**config.mk**
```make
export PLATFORM = sky130hd
export DESIGN_NAME = dhlcd_rsp
export DESIGN_NICKNAME = d
export VERILOG_FILES = /design/src/hw/rtl/dhlcd_pkg.sv /design/src/hw/rtl/dhlcd_rsp.sv
export SDC_FILE = /design/constraint.sdc
export NUM_CORES = 1
export LEC_CHECK = 0
export ABC_AREA = 1
export BUFFER_PORTS_ARGS = -buffer_cell sky130_fd_sc_hd__clkbuf_2
export CORE_MARGIN = 2
export CORE_UTILIZATION = 47
export CTS_CLUSTER_SIZE = 30
export DETAILED_ROUTE_END_ITERATION = 7
export HOLD_SLACK_MARGIN = 0.15
export PLACE_DENSITY = 0.78
export SLEW_MARGIN = 20
export SYNTH_ARGS = -nofsm -noshare
export SYNTH_HDL_FRONTEND = slang
export SYNTH_SLANG_ARGS = --single-unit
```
**constraint.sdc**
```tcl
create_clock -name clock -period 1.2 [get_ports clock]
set_input_delay 0.12 -clock clock [delete_from_list [all_inputs] [get_ports clock]]
set_output_delay 0.12 -clock clock [all_outputs]
set_load 0.01 [all_outputs]
```
**src/hw/rtl/dhlcd_pkg.sv**
```systemverilog
`timescale 1ns / 1ps
// ----------------------------------------------------------------------------
// dhlcd_pkg
// Shared codes and types for the dual-half LCD dirty-byte refresh unit.
// ----------------------------------------------------------------------------
package dhlcd_pkg;

   // Item kinds carried on the request tuser field.
   typedef enum logic [1:0] {
      KIND_DRAW    = 2'd0,
      KIND_CLEAR   = 2'd1,
      KIND_REFRESH = 2'd2,
      KIND_NONE    = 2'd3
   } kind_type;

   localparam logic [7:0] CMD_SET_COLUMN = 8'h40;
   localparam logic [7:0] CMD_SET_PAGE   = 8'hB8;
   localparam logic [7:0] FILL_BLACK     = 8'hFF;
   localparam logic [7:0] FILL_WHITE     = 8'h00;
   localparam logic [7:0] PAGE_FIELD     = 8'h07;
   localparam logic [7:0] COLUMN_FIELD   = 8'h3F;

   localparam int MAX_RESULTS = 3;

   typedef struct packed {
      logic [7:0] bus_byte;
      logic       is_command;
      logic       side;
   } rsp_entry_type;

   // Up to three bus bytes produced by one refresh step, in order.
   typedef struct packed {
      logic [1:0]                         count;
      rsp_entry_type [MAX_RESULTS-1:0]    entry;
   } rsp_batch_type;

endpackage

```
**src/hw/rtl/dhlcd_rsp.sv**
```systemverilog
`timescale 1ns / 1ps
// ----------------------------------------------------------------------------
// dhlcd_rsp
// Result buffer: holds the bus bytes of one refresh step and hands them out
// one item per handshake.
// ----------------------------------------------------------------------------
module dhlcd_rsp (
   input  logic                     clock,
   input  logic                     reset,
   input  logic                     batch_load,
   input  dhlcd_pkg::rsp_batch_type batch,
   output logic                     empty,
   output logic                     rsp_tvalid,
   input  logic                     rsp_tready,
   output logic [15:0]              rsp_tdata,   // side, bus_byte[7:0], zero pad
   output logic                     rsp_tuser,   // is_command
   output logic                     rsp_tlast
);
   import dhlcd_pkg::*;

   rsp_entry_type [MAX_RESULTS-1:0] ent_ff, ent_in;
   logic [1:0] head_ff, head_in;
   logic [1:0] rem_ff, rem_in;
   rsp_entry_type cur;

   assign cur        = ent_ff[head_ff];
   assign empty      = (rem_ff == 2'd0);
   assign rsp_tvalid = !empty;
   assign rsp_tdata  = {7'd0, cur.bus_byte, cur.side};
   assign rsp_tuser  = cur.is_command;
   assign rsp_tlast  = (rem_ff == 2'd1);

   always_comb begin
      ent_in  = ent_ff;
      head_in = head_ff;
      rem_in  = rem_ff;
      if (batch_load) begin
         ent_in  = batch.entry;
         head_in = 2'd0;
         rem_in  = batch.count;
      end else if (rsp_tvalid && rsp_tready) begin
         head_in = head_ff + 2'd1;
         rem_in  = rem_ff - 2'd1;
      end
   end

   always_ff @(posedge clock) begin
      if (reset) begin
         head_ff <= 2'd0;
         rem_ff  <= 2'd0;
      end else begin
         head_ff <= head_in;
         rem_ff  <= rem_in;
      end
      ent_ff <= ent_in;
   end

endmodule

```
==> Word-level counts from Yosys, hierarchy flattened <==
Cells that the tools add are included.
{ "op_classes": {"eq_ne": 1, "addsub": 2, "n_lt_le_gt_ge": 1, "muxes": 4, "n_reduce_logical": 5} }
{ "op_table": {"columns": ["operator", "count"], "rows": [
  ["binary-select mux 10 bit (select 2 bit)", 1],
  ["two-way mux 10 bit", 1],
  ["two-way mux 2 bit", 2],
  ["< comparator 2 x 3 -> 1 bit (second input constant)", 1],
  ["adder 2 x 1 -> 2 bit (second input constant)", 1],
  ["equality test 2 x 1 -> 1 bit (second input constant)", 1],
  ["logical NOT 2 bit", 1],
  ["nonzero test 2 bit", 1],
  ["OR reduction 2 bit", 1],
  ["subtractor 2 x 1 -> 2 bit (second input constant)", 1],
  ["logical AND 1 bit", 1],
  ["logical NOT 1 bit", 1]
]} }
{ "word_totals": {"out_inout_bits": 20, "register_bits": 34} }

==> Depth between registers and ports, before layout <==
{ "depth": {"depth_word": 5, "ltp_mapped": 8} }

==> Least setup slack after synthesis <==
OpenSTA, ideal clock, no wires.
{ "synth_path": {"path_kind": "register -> register", "start": "register rem_ff[0]", "end": "register rem_ff[0]", "path_stages_with_launch": 9, "slack_ps": 20, "setup_time_ps": 113, "required_time_ps": 1087, "arrival_time_ps": 1067, "n_path_buf": 0, "cell_sequence": "dfxtp_1 > inv_1 > ha_1 > inv_1 > nand2_2 > nand2_2 > nand2_1 > nand2_1 > nor2_1"} }
{ "synth_between": {"elab_chain_len": 4, "word_cells_on_any_way": 7} }
{ "synth_rtl": {"columns": ["item", "line_no", "source"], "rows": [
  ["from (decl)", "dhlcd_rsp.sv:23", "logic [1:0] rem_ff, rem_in;"],
  ["from (signal assigned)", "dhlcd_rsp.sv:53", "rem_ff <= rem_in;"],
  ["logical NOT 2 bit", "dhlcd_rsp.sv:27", "assign empty = (rem_ff == 2'd0);"],
  ["named net empty", "dhlcd_rsp.sv:12", "output logic empty,"],
  ["logical NOT 1 bit", "dhlcd_rsp.sv:28", "assign rsp_tvalid = !empty;"],
  ["named net rsp_tvalid", "dhlcd_rsp.sv:13", "output logic rsp_tvalid,"],
  ["logical AND 1 bit", "dhlcd_rsp.sv:41", "end else if (rsp_tvalid && rsp_tready) begin"],
  ["nonzero test 2 bit (no source line)", null, null]
]} }
The timed path passes the listed nets, and every way through them passes these cells. The select of a mux whose other input is x is not followed.
A chain may end at the register's enable or synchronous reset.

==> Final worst setup path <==
{ "layout_path": {"start": "register head_ff[0]", "end": "output rsp_tdata[2]"} }
{ "layout_between": {"elab_chain_len": 2} }
{ "layout_rtl": {"columns": ["item", "line_no", "source"], "rows": [
  ["from (decl)", "dhlcd_rsp.sv:22", "logic [1:0] head_ff, head_in;"],
  ["from (signal assigned)", "dhlcd_rsp.sv:52", "head_ff <= head_in;"],
  ["binary-select mux 10 bit (select 2 bit)", "dhlcd_rsp.sv:26", "assign cur = ent_ff[head_ff];"],
  ["two-way mux 10 bit (implied by the code)", "dhlcd_rsp.sv:26", null],
  ["to (decl)", "dhlcd_rsp.sv:15", "output logic [15:0] rsp_tdata,"]
]} }
Every way passes these cells. The select of a mux whose other input is x is not followed.

==> results.toml <==
[status]
outcome = "complete, but fails checks"
violations = "negative setup slack"

[layout]
final_cells = 247
final_cell_mix = "clkbuf_2 (36), dlygate4sd3_1 (32), edfxtp_1 (30), o21ai_1 (16), nand3_1 (11)"
area_delta_synth_final_pct = 56.4
drive_above_1_share_pct = 43.5
layout_commonest_cell = "clkbuf_2"
antenna_cells = 0
final_core_util_pct = 75.1
final_nets = 251

[placed_design]
gp_congestion = 0.650
place_inst = 199
dp_hpwl_um = 1890
portBuffers = 48

[global_routing]
antenna_found_initial = 0
grt_pass1_wl_um = 5010
gr-total-overflow = 0
grt_pass1_vias = 1139
grt_max_degree = 25
track_usage_pct = 20.5

[worst_setup_path]
cp_data_required_time_ps = 1080
crit_path_end_kind = "output pin"
reg2reg_slack_ps = 10
r2r_cells = 8
cp-start-kind = "register"
arrival_ps = 1230
reg2reg_to = "rem_ff[1]"
rr_startpoint = "rem_ff[1]"
path_class = "register to output pin"
cp_max_fo = 6

[routing]
viasPerCell = 4.94
remaining_drc_errors = 0
wire_per_inst_um = 14.0
vias = 1219
drt_pass1_iterations = 4
drtIter0Drc = 34
ant_nets = 0
wl_um = 3450

[hold_path]
min_path_type = "input port to register"
min_from = "batch[31]"
min_to = "rem_ff[1]"
min_path_cells = 5

[die]
die_area_um2 = 3500
die_y_um = 59.2
start_util_pct = 48.0
fp-row-count = 20
die_x_um = 59.2
pin_count = 56
core_um2 = 2980

[timing]
setup_slack_ps = -149
fin_crit_sh_pct = 112
rsz0062_at_grt = "yes"
setup_viol = 10
skew_ps = 3.65
fmax_ghz = 0.741
hold_viol_final = 0
drv_slew = 0
period_needed_ps = 1350

[clock_tree]
clkLatencyLatePin_ps = 320
clock-root-buffer = "clkbuf_4"
clk_path_buf_depth = 2
tritoncts = "built"
numCtsBuffers = 5
numClockSinks = 34
clk_pin_slew_worst_paths_ps = 90
cts_max_level = 2

[yosys]
yosys-top-cells-area = "edfxtp_1 (63%), dfxtp_1 (5.6%), buf_4 (5.2%)"
synth_area_um2 = 1430
ys_ff_latch = 34
netlist.area_leader.share_pct = 63.0
yosysSeqAreaShare_pct = 68.6
synth.avg_cell_area_um2 = 12.0
async_flop_share_pct = 0
synth_edf_count = 30
yosysTopAreaCell = "edfxtp_1"
yosys.cell_types.count = 18
ys.warnings.count = 0
ys.flop_type = "edfxtp_1"
synthCells = 119

[pwr]
power.share.sequential_pct = 57.5
power.density_nw_per_um2 = 1110
p_clk_share_pct = 23.5
power.switching_uw = 613
swShare_pct = 24.8
power_frac_comb_pct = 19.0
p_int_uw = 1860
p_leak_uw = 0.000947
ir_drop_uv = 730

[run]
cap_violations = 0
[power groups by stage]
stage	clock network [uW]	registers (uW)	logic [uW]
finish	582	1420	469
global route	653	1430	509
CTS	590	1410	410
detailed placement	0	1440	289
global placement	0	1430	277
floorplan	0	1430	157
[final cells by class]
cell class                 instances  area, um2
clock inverter                     2       10.0
sequential                        34        988
fill                             180        741
clock buffer                       6       41.3
timing repair buffer              93        706
inverter                           9       43.8
tap                               33       41.3
multi-input combinational         70        407
[stage by stage]
stage / power (uW) / setup slack, ps / hold slack [ps] / setup TNS (ps) / cell area (um2)
after floorplan: 1590 / 19.9 / 182 / 0 / 1450
after global placement: 1710 / 107 / 297 / 0 / 1690
after detailed placement: 1730 / -5.76 / 299 / -5.76 / 1690
after CTS: 2410 / -142 / 152 / -1370 / 2150
after global routing: 2590 / -230 / 182 / -2190 / 2240
final: 2470 / -149 / 184 / -1250 / 2240
[cells in the mapped netlist (2+ instances only)]
master	n
inv_1	6
ha_1	2
nor2_1	14
o21ai_1	9
nand2_1	8
buf_4	10
edfxtp_1	30
o21ai_0	13
dfxtp_1	4
nand2_2	2
nand3_1	11
inv_2	3
buf_6	2
[state kept, by name, summed over array words and instances (netlist names)]
name	cells
ent_ff	30
head_ff	2
rem_ff	2
[kinds of logic after synthesis]
kind of cell             synth area share, %
buffers and inverters                   9.19
other                                  0.262
flip-flops                              68.6
AO/OA/AOI/OAI                           9.27
adder cells (fa/ha/maj)                 1.75
AND/OR/NAND/NOR                         10.9
[critical path, cell delays in order (launching register included)]
cell and delay [ps]:
dfxtp_4 380, buf_6 140, o21ai_1 180, o21ai_2 80
buf_2 140
[timing repair]
action	4_1_cts	5_1_grt
setup endpoints to repair	13	17
pin swaps	5	5
cloned	2	0
setup buffers	4	2
gates resized for setup	27	33
endpoints found under the hold margin	34	0
hold buffers	32	0
[routing by layer]
layer / part of all wire (%) / global-route usage [%]
met2: 55 / 36.3
met4: 2.6 / 9.42
met1: 36 / 21.0
met5: 0 / 0
met3: 6.6 / 8.08
[worst max-delay path by stage]
stage	startpoint	end	slack, ps	cells past startpoint
2_1_floorplan	rem_ff[0]	rem_ff[0]	20	8
4_1_cts	head_ff[0]	rsp_tdata[8]	-140	4
5_1_grt	head_ff[0]	rsp_tuser	-230	5
3_5_place_dp	rem_ff[0]	rem_ff[1]	-6	7
3_3_place_gp	rem_ff[0]	rem_ff[0]	110	8
6_report	head_ff[0]	rsp_tdata[2]	-150	4
No activity file was read; power rests on OpenSTA's default activity.
