==> config.mk <==
export PLATFORM = sky130hd
export DESIGN_NAME = dhlcd_ctrl
export DESIGN_NICKNAME = d
export VERILOG_FILES = /design/src/hw/rtl/dhlcd_pkg.sv /design/src/hw/rtl/dhlcd_ctrl.sv
export SDC_FILE = /design/constraint.sdc
export NUM_CORES = 1
export LEC_CHECK = 0
export BUFFER_PORTS_ARGS = -buffer_cell sky130_fd_sc_hd__buf_4
export CAP_MARGIN = 20
export CORE_MARGIN = 1.5
export CORE_UTILIZATION = 30
export CTS_CLUSTER_DIAMETER = 60
export CTS_CLUSTER_SIZE = 14
export DETAILED_ROUTE_END_ITERATION = 8
export GPL_ROUTABILITY_DRIVEN = 1
export PLACE_DENSITY = 0.65
export SYNTH_ARGS = -nofsm -noshare
export SYNTH_HDL_FRONTEND = slang
export SYNTH_SLANG_ARGS = --single-unit
==> constraint.sdc <==
create_clock -name clock -period 3.5 [get_ports clock]
set_input_delay 0.35 -clock clock [delete_from_list [all_inputs] [get_ports clock]]
set_output_delay 0.35 -clock clock [all_outputs]
set_load 0.05 [all_outputs]
==> src/hw/rtl/dhlcd_pkg.sv <==
`timescale 1ns / 1ps
// ----------------------------------------------------------------------------
// dhlcd_pkg
// Shared codes and types for the dual-half LCD dirty-byte refresh unit.
// ----------------------------------------------------------------------------
package dhlcd_pkg;

   // Item kinds carried on the request tuser field.
   typedef enum logic [1:0] {
      KIND_DRAW    = 2'd0,
      KIND_CLEAR   = 2'd1,
      KIND_REFRESH = 2'd2,
      KIND_NONE    = 2'd3
   } kind_type;

   localparam logic [7:0] CMD_SET_COLUMN = 8'h40;
   localparam logic [7:0] CMD_SET_PAGE   = 8'hB8;
   localparam logic [7:0] FILL_BLACK     = 8'hFF;
   localparam logic [7:0] FILL_WHITE     = 8'h00;
   localparam logic [7:0] PAGE_FIELD     = 8'h07;
   localparam logic [7:0] COLUMN_FIELD   = 8'h3F;

   localparam int MAX_RESULTS = 3;

   typedef struct packed {
      logic [7:0] bus_byte;
      logic       is_command;
      logic       side;
   } rsp_entry_type;

   // Up to three bus bytes produced by one refresh step, in order.
   typedef struct packed {
      logic [1:0]                         count;
      rsp_entry_type [MAX_RESULTS-1:0]    entry;
   } rsp_batch_type;

endpackage

==> src/hw/rtl/dhlcd_ctrl.sv <==
`timescale 1ns / 1ps
// ----------------------------------------------------------------------------
// dhlcd_ctrl
// Sequencer: read-modify-write of the frame and shadow memories, clearing
// sweeps, scan position and the bus byte sequence of each refresh step.
// ----------------------------------------------------------------------------
module dhlcd_ctrl #(
   parameter int COLUMNS = 128,
   parameter int ROWS    = 64,
   parameter int ADDR_W  = 10
) (
   input  logic                     clock,
   input  logic                     reset,
   input  logic                     req_valid,
   output logic                     req_ready,
   input  logic [1:0]               req_kind,
   input  logic [6:0]               req_pos_x,
   input  logic [5:0]               req_pos_y,
   input  logic                     req_ink,
   input  logic                     rsp_empty,
   output logic                     batch_load,
   output dhlcd_pkg::rsp_batch_type batch,
   output logic                     rd_en,
   output logic [ADDR_W-1:0]        rd_addr,
   input  logic [7:0]               frame_rd,
   input  logic [7:0]               shadow_rd,
   output logic                     frame_we,
   output logic [ADDR_W-1:0]        frame_waddr,
   output logic [7:0]               frame_wdata,
   output logic                     shadow_we,
   output logic [ADDR_W-1:0]        shadow_waddr,
   output logic [7:0]               shadow_wdata
);
   import dhlcd_pkg::*;

   localparam int PAGES  = ROWS / 8;
   localparam int HALF   = COLUMNS / 2;
   localparam int DEPTH  = PAGES * COLUMNS;
   localparam int COL_W  = $clog2(COLUMNS);
   localparam int PAGE_W = (PAGES > 1) ? $clog2(PAGES) : 1;
   localparam int EXP_W  = $clog2(COLUMNS + 1);

   typedef enum logic [2:0] {
      ST_SWEEP = 3'b001,
      ST_IDLE  = 3'b010,
      ST_EXEC  = 3'b100
   } state_type;

   state_type          state_ff, state_in;
   logic [ADDR_W-1:0]  sweep_addr_ff, sweep_addr_in;
   logic               sweep_both_ff, sweep_both_in;
   logic [7:0]         fill_ff, fill_in;
   logic               op_refresh_ff, op_refresh_in;
   logic [ADDR_W-1:0]  addr_ff, addr_in;
   logic [2:0]         bit_ff, bit_in;
   logic               ink_ff, ink_in;
   logic [PAGE_W-1:0]  scan_page_ff, scan_page_in;
   logic [COL_W-1:0]   scan_col_ff, scan_col_in;
   logic [EXP_W-1:0]   exp_col_ff, exp_col_in;

   logic [8:0]         x_red;
   logic [7:0]         y_red;
   logic [ADDR_W-1:0]  draw_addr;
   logic [ADDR_W-1:0]  scan_addr;
   logic               accept;
   logic               pg_cmd, col_cmd, diff, side;
   logic [7:0]         draw_mask;
   rsp_batch_type      step_batch;
   logic [1:0]         n;

   // Coordinates wrap modulo the panel size; the narrow inputs need at most
   // eight subtract steps for the smallest panel.
   always_comb begin
      x_red = {2'b00, req_pos_x};
      y_red = {2'b00, req_pos_y};
      for (int i = 0; i < 8; i++) begin
         if (x_red >= 9'(COLUMNS)) begin
            x_red = x_red - 9'(COLUMNS);
         end
         if (y_red >= 8'(ROWS)) begin
            y_red = y_red - 8'(ROWS);
         end
      end
   end

   assign draw_addr = ADDR_W'(int'(y_red[7:3]) * COLUMNS + int'(x_red));
   assign scan_addr = ADDR_W'(int'(scan_page_ff) * COLUMNS + int'(scan_col_ff));
   assign req_ready = (state_ff == ST_IDLE);
   assign accept    = req_valid && req_ready;
   assign draw_mask = 8'd1 << bit_ff;

   // Bus bytes of a refresh step at the current scan position.
   assign pg_cmd  = (scan_col_ff == COL_W'(0)) || (scan_col_ff == COL_W'(HALF));
   assign diff    = (frame_rd != shadow_rd);
   assign col_cmd = diff && (pg_cmd || (exp_col_ff != EXP_W'(scan_col_ff)));
   assign side    = (scan_col_ff >= COL_W'(HALF));

   always_comb begin
      step_batch = '0;
      n = 2'd0;
      if (pg_cmd) begin
         step_batch.entry[n].side       = side;
         step_batch.entry[n].is_command = 1'b1;
         step_batch.entry[n].bus_byte   = CMD_SET_PAGE | (8'(scan_page_ff) & PAGE_FIELD);
         n = n + 2'd1;
      end
      if (col_cmd) begin
         step_batch.entry[n].side       = side;
         step_batch.entry[n].is_command = 1'b1;
         step_batch.entry[n].bus_byte   = CMD_SET_COLUMN | (8'(scan_col_ff) & COLUMN_FIELD);
         n = n + 2'd1;
      end
      if (diff) begin
         step_batch.entry[n].side       = side;
         step_batch.entry[n].is_command = 1'b0;
         step_batch.entry[n].bus_byte   = frame_rd;
         n = n + 2'd1;
      end
      step_batch.count = n;
   end

   always_comb begin
      state_in      = state_ff;
      sweep_addr_in = sweep_addr_ff;
      sweep_both_in = sweep_both_ff;
      fill_in       = fill_ff;
      op_refresh_in = op_refresh_ff;
      addr_in       = addr_ff;
      bit_in        = bit_ff;
      ink_in        = ink_ff;
      scan_page_in  = scan_page_ff;
      scan_col_in   = scan_col_ff;
      exp_col_in    = exp_col_ff;
      rd_en         = 1'b0;
      rd_addr       = draw_addr;
      frame_we      = 1'b0;
      frame_waddr   = addr_ff;
      frame_wdata   = frame_rd;
      shadow_we     = 1'b0;
      shadow_waddr  = scan_addr;
      shadow_wdata  = frame_rd;
      batch_load    = 1'b0;
      batch         = step_batch;

      case (state_ff)
         ST_SWEEP: begin
            frame_we     = 1'b1;
            frame_waddr  = sweep_addr_ff;
            frame_wdata  = fill_ff;
            shadow_we    = sweep_both_ff;
            shadow_waddr = sweep_addr_ff;
            shadow_wdata = FILL_WHITE;
            if (sweep_addr_ff == ADDR_W'(DEPTH - 1)) begin
               state_in      = ST_IDLE;
               sweep_both_in = 1'b0;
               sweep_addr_in = '0;
            end else begin
               sweep_addr_in = sweep_addr_ff + ADDR_W'(1);
            end
         end
         ST_IDLE: begin
            if (accept) begin
               case (req_kind)
                  KIND_DRAW: begin
                     rd_en         = 1'b1;
                     rd_addr       = draw_addr;
                     addr_in       = draw_addr;
                     bit_in        = y_red[2:0];
                     ink_in        = req_ink;
                     op_refresh_in = 1'b0;
                     state_in      = ST_EXEC;
                  end
                  KIND_CLEAR: begin
                     fill_in       = req_ink ? FILL_BLACK : FILL_WHITE;
                     sweep_addr_in = '0;
                     state_in      = ST_SWEEP;
                  end
                  KIND_REFRESH: begin
                     rd_en         = 1'b1;
                     rd_addr       = scan_addr;
                     op_refresh_in = 1'b1;
                     state_in      = ST_EXEC;
                  end
                  default: begin
                     state_in = ST_IDLE;
                  end
               endcase
            end
         end
         ST_EXEC: begin
            if (!op_refresh_ff) begin
               frame_we    = 1'b1;
               frame_waddr = addr_ff;
               frame_wdata = ink_ff ? (frame_rd | draw_mask) : (frame_rd & ~draw_mask);
               state_in    = ST_IDLE;
            end else if (rsp_empty) begin
               // The previous step's bytes are gone, so this batch may load.
               batch_load = (step_batch.count != 2'd0);
               shadow_we  = diff;
               if (diff) begin
                  exp_col_in = EXP_W'(scan_col_ff) + EXP_W'(1);
               end else if (pg_cmd) begin
                  exp_col_in = EXP_W'(COLUMNS);
               end
               if (scan_col_ff == COL_W'(COLUMNS - 1)) begin
                  scan_col_in = '0;
                  if (scan_page_ff == PAGE_W'(PAGES - 1)) begin
                     scan_page_in = '0;
                  end else begin
                     scan_page_in = scan_page_ff + PAGE_W'(1);
                  end
               end else begin
                  scan_col_in = scan_col_ff + COL_W'(1);
               end
               state_in = ST_IDLE;
            end
         end
         default: begin
            state_in = ST_IDLE;
         end
      endcase
   end

   always_ff @(posedge clock) begin
      if (reset) begin
         state_ff      <= ST_SWEEP;
         sweep_addr_ff <= '0;
         sweep_both_ff <= 1'b1;
         fill_ff       <= FILL_WHITE;
         op_refresh_ff <= 1'b0;
         scan_page_ff  <= '0;
         scan_col_ff   <= '0;
         exp_col_ff    <= EXP_W'(COLUMNS);
      end else begin
         state_ff      <= state_in;
         sweep_addr_ff <= sweep_addr_in;
         sweep_both_ff <= sweep_both_in;
         fill_ff       <= fill_in;
         op_refresh_ff <= op_refresh_in;
         scan_page_ff  <= scan_page_in;
         scan_col_ff   <= scan_col_in;
         exp_col_ff    <= exp_col_in;
      end
      addr_ff <= addr_in;
      bit_ff  <= bit_in;
      ink_ff  <= ink_in;
   end

endmodule

Word level (Yosys, flattened, before mapping):

Index checks and enable logic that the tools add are counted.

* word-level logic and storage cells: 125
* input port bits: 36
* flip-flop bits (word level): 55
* output and inout bits: 83

* reduce and logical (&&, ||, !) cells: 22
* bitwise operators: 3
* order comparisons: 5
* equal/unequal tests: 15
* multiplexer cells: 60
* add/sub/neg operators: 8
* shift-type cells: 1

Operators with widths (count)
* bitwise mux 30 bit: 6
* demux 10 bit (select 2 bit): 6
* two-way mux 10 bit: 11
* two-way mux 30 bit: 2
* two-way mux 8 bit: 6
* adder 10 x 7 -> 10 bit: 2
* case mux 10 bit (2 select lines): 1
* AND reduction 3 bit: 6
* case mux 8 bit (2 select lines): 1
* two-way mux 3 bit: 5
* == test 7 bit (second input constant): 2
* two-way mux 1 bit: 12
* adder 10 x 1 -> 10 bit (second input constant): 1
* == test 10 bit (second input constant): 1
* case mux 3 bit (3 select lines): 1
* adder 7 x 1 -> 8 bit (second input constant): 1
* AND 8 bit: 1
* two-way mux 2 bit: 4
* inequality test 8 x 7 -> 1 bit: 1
* inequality test 8 bit: 1
* NOT 8 bit: 1
* bitwise OR 8 bit: 1
* AND reduction 4 bit: 2
* nonzero test 2 bit: 4
* other kinds (24): 35

Depth between registers and ports, before layout:

* depth in word-level cells: 15
* depth in mapped cells: 12
* mapped depth without buffers: 10

Worst setup path after synthesis:

OpenSTA, ideal clock, no wires.

* kind: register to output
* start: reg scan_col_ff[0]
* end: out batch[4] (netlist name)
* required time: 3150 ps
* data arrival time: 3223 ps
* slack: -73 ps
* stages on the path, launching flop included: 13
* buffers on the path: 3
* cells stage by stage: dfxtp_1 > inv_1 > ha_1 > and2_1 > buf_2 > inv_1 > clkbuf_1 > a31oi_1 > inv_1 > ha_1 > and2_1 > clkbuf_1 > a221oi_1

RTL lines
* start: declaration: line dhlcd_ctrl.sv:58 `logic [COL_W-1:0] scan_col_ff, scan_col_in;`
* start signal: assignment: line dhlcd_ctrl.sv:241 `scan_col_ff <= scan_col_in;`
* end: declaration: line dhlcd_ctrl.sv:22 `output dhlcd_pkg::rsp_batch_type batch,`

==> metrics.log <==
[metrics] outcome: finished clean
[metrics] dominant combinational cell family by area after synthesis: simple AND/OR/NAND/NOR gates
[metrics] post-CTS sizing: 0
[metrics] vias post-DR: 3341
[metrics] proportion of layout cells with a drive suffix above 1: 29.0%
[metrics] Rows: 37
[metrics] kind of end point of the critical path: output pin
[metrics] fin crit period: 3.26 ns
[metrics] Peak VDD IR: 0.000145 V
[metrics] dominant synthesized flop cell: sky130_fd_sc_hd__dfxtp_1
[metrics] CTS sink count: 48
[metrics] final net count: 563
[metrics] DRT iter0 DRCs: 217
[metrics] Clock Latency Late Sink: 0.30 ns
[metrics] Static Leak: 2.04 nW
[metrics] logic gate share of total power: 34.7%
[metrics] sw power: 540 uW
[metrics] pin count of the biggest net entering global routing: 35
[metrics] worst-case hold slack: 0.226 ns
[metrics] Syn Nets: 459
[metrics] xor/xnor share of the synthesized area: 6.45%
[metrics] sequential group share of total power: 41.3%
[metrics] Tightest Pin Transition: 0.894 ns
[metrics] core outline area: 10400 sq um
[metrics] cts bufs inserted: 5
[metrics] CTS Root Buffer Type: sky130_fd_sc_hd__clkbuf_8
[metrics] area growth from synthesis to final layout: 33.1%
[metrics] count of unresolved DRC violations after routing: 0
[metrics] maximum buffer depth of the clock tree: 2
[metrics] total die area: 11500 sq um
[metrics] Final Hold Viols: 0
[metrics] adder-cell share of the synthesized area: 3.07%
[metrics] startpoint class of the critical path: flop
[metrics] Slew Viols, Final: 0
[metrics] number of enable flip-flop cells after synthesis: 14
[metrics] H-tree levels: 2
[metrics] Routed WL per cell: 15.5 um
[metrics] number of input and output port buffers inserted: 117
[metrics] number of antenna violations at the first check in global routing: 0
[metrics] synthesized-area fraction occupied by and/or/nand/nor cells: 29.5%
[metrics] synthesized instance count: 415
[metrics] top-level port count: 119
[metrics] upper clock frequency limit: 307 MHz
[metrics] global-route usage over all layers: 17.4%
[metrics] crit-path max FO: 13
[metrics] width of the die: 107 um
[metrics] crit path DAT: 2.91 ns
[metrics] via density per instance: 5.09
[metrics] number of warning messages in the yosys log: 0
[metrics] Antenna Diode Count: 0
[metrics] vertical extent of the die: 107 um
[metrics] Switching Fraction: 37.7%
[metrics] relative contribution of the clock network to total power: 24.0%
[metrics] total power: 1.43 mW
[metrics] Final period util: 93.0%
[metrics] pwr/cell area: 330 nW/um^2
[metrics] Worst Clk Skew: 0.00469 ns
[metrics] Tightest Hold Check Type: input port to flop
[metrics] Pint: 892 uW
[metrics] average size of a mapped cell: 7.85 sq um
[metrics] Setup TNS: 0 ns
[metrics] Routed Antenna Nets: 0
[metrics] TritonCTS clock tree: yes
[metrics] register area share after synthesis: 33.8%
[metrics] setup violators final: 0
[metrics] first-pass GRT wire length: 15700 um
[metrics] vias in the first global route: 3082
[metrics] share of synthesized area spent on multiplexers: 4.95%
[metrics] post-CTS setup-driven buffer insertion count: 0
[metrics] starting density of the core: 31.3%
[metrics] start-to-end type of the worst setup path: flop to output pin
[metrics] unique cell type count in the Yosys netlist: 54
[metrics] Synth Area in Compound Gates: 16.2%
[metrics] overflow left after global routing: 0
[metrics] post-detailed-placement half-perimeter wirelength: 7840 um
[metrics] slew margin rel.: 40.4%
[metrics] max cap viols: 0
[metrics] Netlist Area Pre-Place: 3260 sq um
[metrics] unrepaired setup endpoints after global routing: false
[metrics] CTS hold repair buffers: 0
[metrics] WP data required: 3.15 ns
[metrics] routability congestion estimate: 0.856
[metrics] post-synthesis sequential element count: 48
[metrics] clock transition time at the flip-flop clock pins of the worst setup and hold paths: 0.08 ns
[metrics] first-pass detailed-route iteration total: 5
[metrics] final wirelength: 10200 um
[metrics] share of async-settable or async-resettable flops after synthesis: 0%
logic make-up (layout without fill, tap and decap cells):
family | after synthesis | count (layout)
compound gates | 79 | 79
xor+xnor | 24 | 24
buf+inv | 43 | 148
flops | 48 | 48
mux | 13 | 13
fa+ha+maj | 8 | 8
other cells | 1 | 1
simple gates | 199 | 199
cell usage in the layout, fill, tap and decap left out, types with 13 or more instances in the layout:
master	n
sky130_fd_sc_hd__nand3_1	14
sky130_fd_sc_hd__edfxtp_1	14
sky130_fd_sc_hd__buf_4	124
sky130_fd_sc_hd__dfxtp_1	33
sky130_fd_sc_hd__inv_1	14
sky130_fd_sc_hd__nand2_1	79
sky130_fd_sc_hd__xnor2_1	13
sky130_fd_sc_hd__a21oi_1	15
sky130_fd_sc_hd__and3_1	17
sky130_fd_sc_hd__nor2_1	46
sky130_fd_sc_hd__o21ai_0	22
metal layers:
layer | vias up | track usage [%] | routed length, um | part of all wire (%)
met4 | 0 | 5.52 | 195 | 1.9
met3 | 15 | 2.43 | 402 | 4.0
met1 | 1570 | 22.0 | 4370 | 43
met5 | - | 0 | 0 | 0
li1 | 1672 | - | - | -
met2 | 84 | 30.3 | 5210 | 51
worst paths after layout:
path                            slack, ns            end      startpoint  cells after the start
worst max-delay path                 0.24      batch[12]  scan_col_ff[3]                      8
worst min-delay path                 0.23      bit_ff[2]    req_pos_y[2]                      1
worst max register to register       1.36     addr_ff[1]     state_ff[1]                      5
worst min register to register       0.46  sweep_both_ff   sweep_both_ff                      1
layout make-up:
class                           instances  area, sq um
Multi-Input combinational cell        324         1980
Timing Repair Buffer                  124          931
Inverter                               16         66.3
Tap cell                              136          170
Sequential cell                        48         1100
Clock buffer                            8         90.1
Fill cell                            1069         6080
worst max-delay path, cell delays in order, from the launching register on:
cell,delay [ns]
sky130_fd_sc_hd__dfxtp_1,0.60
sky130_fd_sc_hd__xor2_1,0.18
sky130_fd_sc_hd__nor4_4,0.41
sky130_fd_sc_hd__a31oi_1,0.17
sky130_fd_sc_hd__inv_1,0.11
sky130_fd_sc_hd__ha_1,0.37
sky130_fd_sc_hd__or3_1,0.39
sky130_fd_sc_hd__a21oi_1,0.16
sky130_fd_sc_hd__buf_4,0.22
metrics by stage:
stage	std cells	worst slack [ns]	area (sq um)	util [%]
floorplan	415	-0.0726	3260	-
global placement	648	0.648	4240	40.7
detailed placement	648	0.505	4240	40.7
CTS	656	0.166	4330	41.6
global route	656	0.00508	4340	41.7
finish	656	0.245	4340	41.7
state kept, by name (all words and copies together) (netlist names):
name and cells:
exp_col_ff 8, scan_col_ff 7, state_ff 3, fill_ff 1, bit_ff 3, sweep_addr_ff 10, addr_ff 10, ink_ff 1
op_refresh_ff 1, sweep_both_ff 1, scan_page_ff 3
power groups by stage:
stage	registers (mW)	logic (mW)	clock network [mW]
after floorplan	0.601	0.335	0
after global placement	0.603	0.498	0
after detailed placement	0.604	0.498	0
after CTS	0.591	0.499	0.350
after global routing	0.592	0.520	0.373
final	0.591	0.497	0.344
synthesized netlist by cell type, types with 2 or more instances:
cell	count	share of area (%)
sky130_fd_sc_hd__a211oi_1	3	0.69
sky130_fd_sc_hd__a21o_1	3	0.69
sky130_fd_sc_hd__a21oi_1	15	2.3
sky130_fd_sc_hd__a221oi_1	5	1.3
sky130_fd_sc_hd__a22oi_1	4	0.92
sky130_fd_sc_hd__a311oi_1	4	1.1
sky130_fd_sc_hd__a31oi_1	6	1.2
sky130_fd_sc_hd__a32oi_1	7	1.9
sky130_fd_sc_hd__and2_1	4	0.77
sky130_fd_sc_hd__and3_1	17	3.3
sky130_fd_sc_hd__buf_2	11	1.7
sky130_fd_sc_hd__clkbuf_1	13	1.5
sky130_fd_sc_hd__dfxtp_1	34	21
sky130_fd_sc_hd__edfxtp_1	14	13
sky130_fd_sc_hd__ha_1	8	3.1
sky130_fd_sc_hd__inv_1	14	1.6
sky130_fd_sc_hd__mux2_2	5	1.7
sky130_fd_sc_hd__mux2_4	5	2.3
sky130_fd_sc_hd__mux2i_1	3	0.92
sky130_fd_sc_hd__nand2_1	79	9.1
sky130_fd_sc_hd__nand3_1	14	2.1
sky130_fd_sc_hd__nand3b_1	2	0.46
sky130_fd_sc_hd__nand4_1	6	1.2
sky130_fd_sc_hd__nand4b_1	2	0.54
sky130_fd_sc_hd__nor2_1	46	5.3
sky130_fd_sc_hd__nor2b_1	2	0.38
sky130_fd_sc_hd__nor3_1	8	1.2
sky130_fd_sc_hd__nor3b_1	2	0.46
sky130_fd_sc_hd__nor4_2	2	0.77
sky130_fd_sc_hd__o211ai_1	6	1.4
sky130_fd_sc_hd__o21ai_0	22	3.4
sky130_fd_sc_hd__or3_1	5	0.96
sky130_fd_sc_hd__xnor2_1	13	3.5
sky130_fd_sc_hd__xor2_1	11	3.0
No activity file was read; power rests on OpenSTA's default activity.
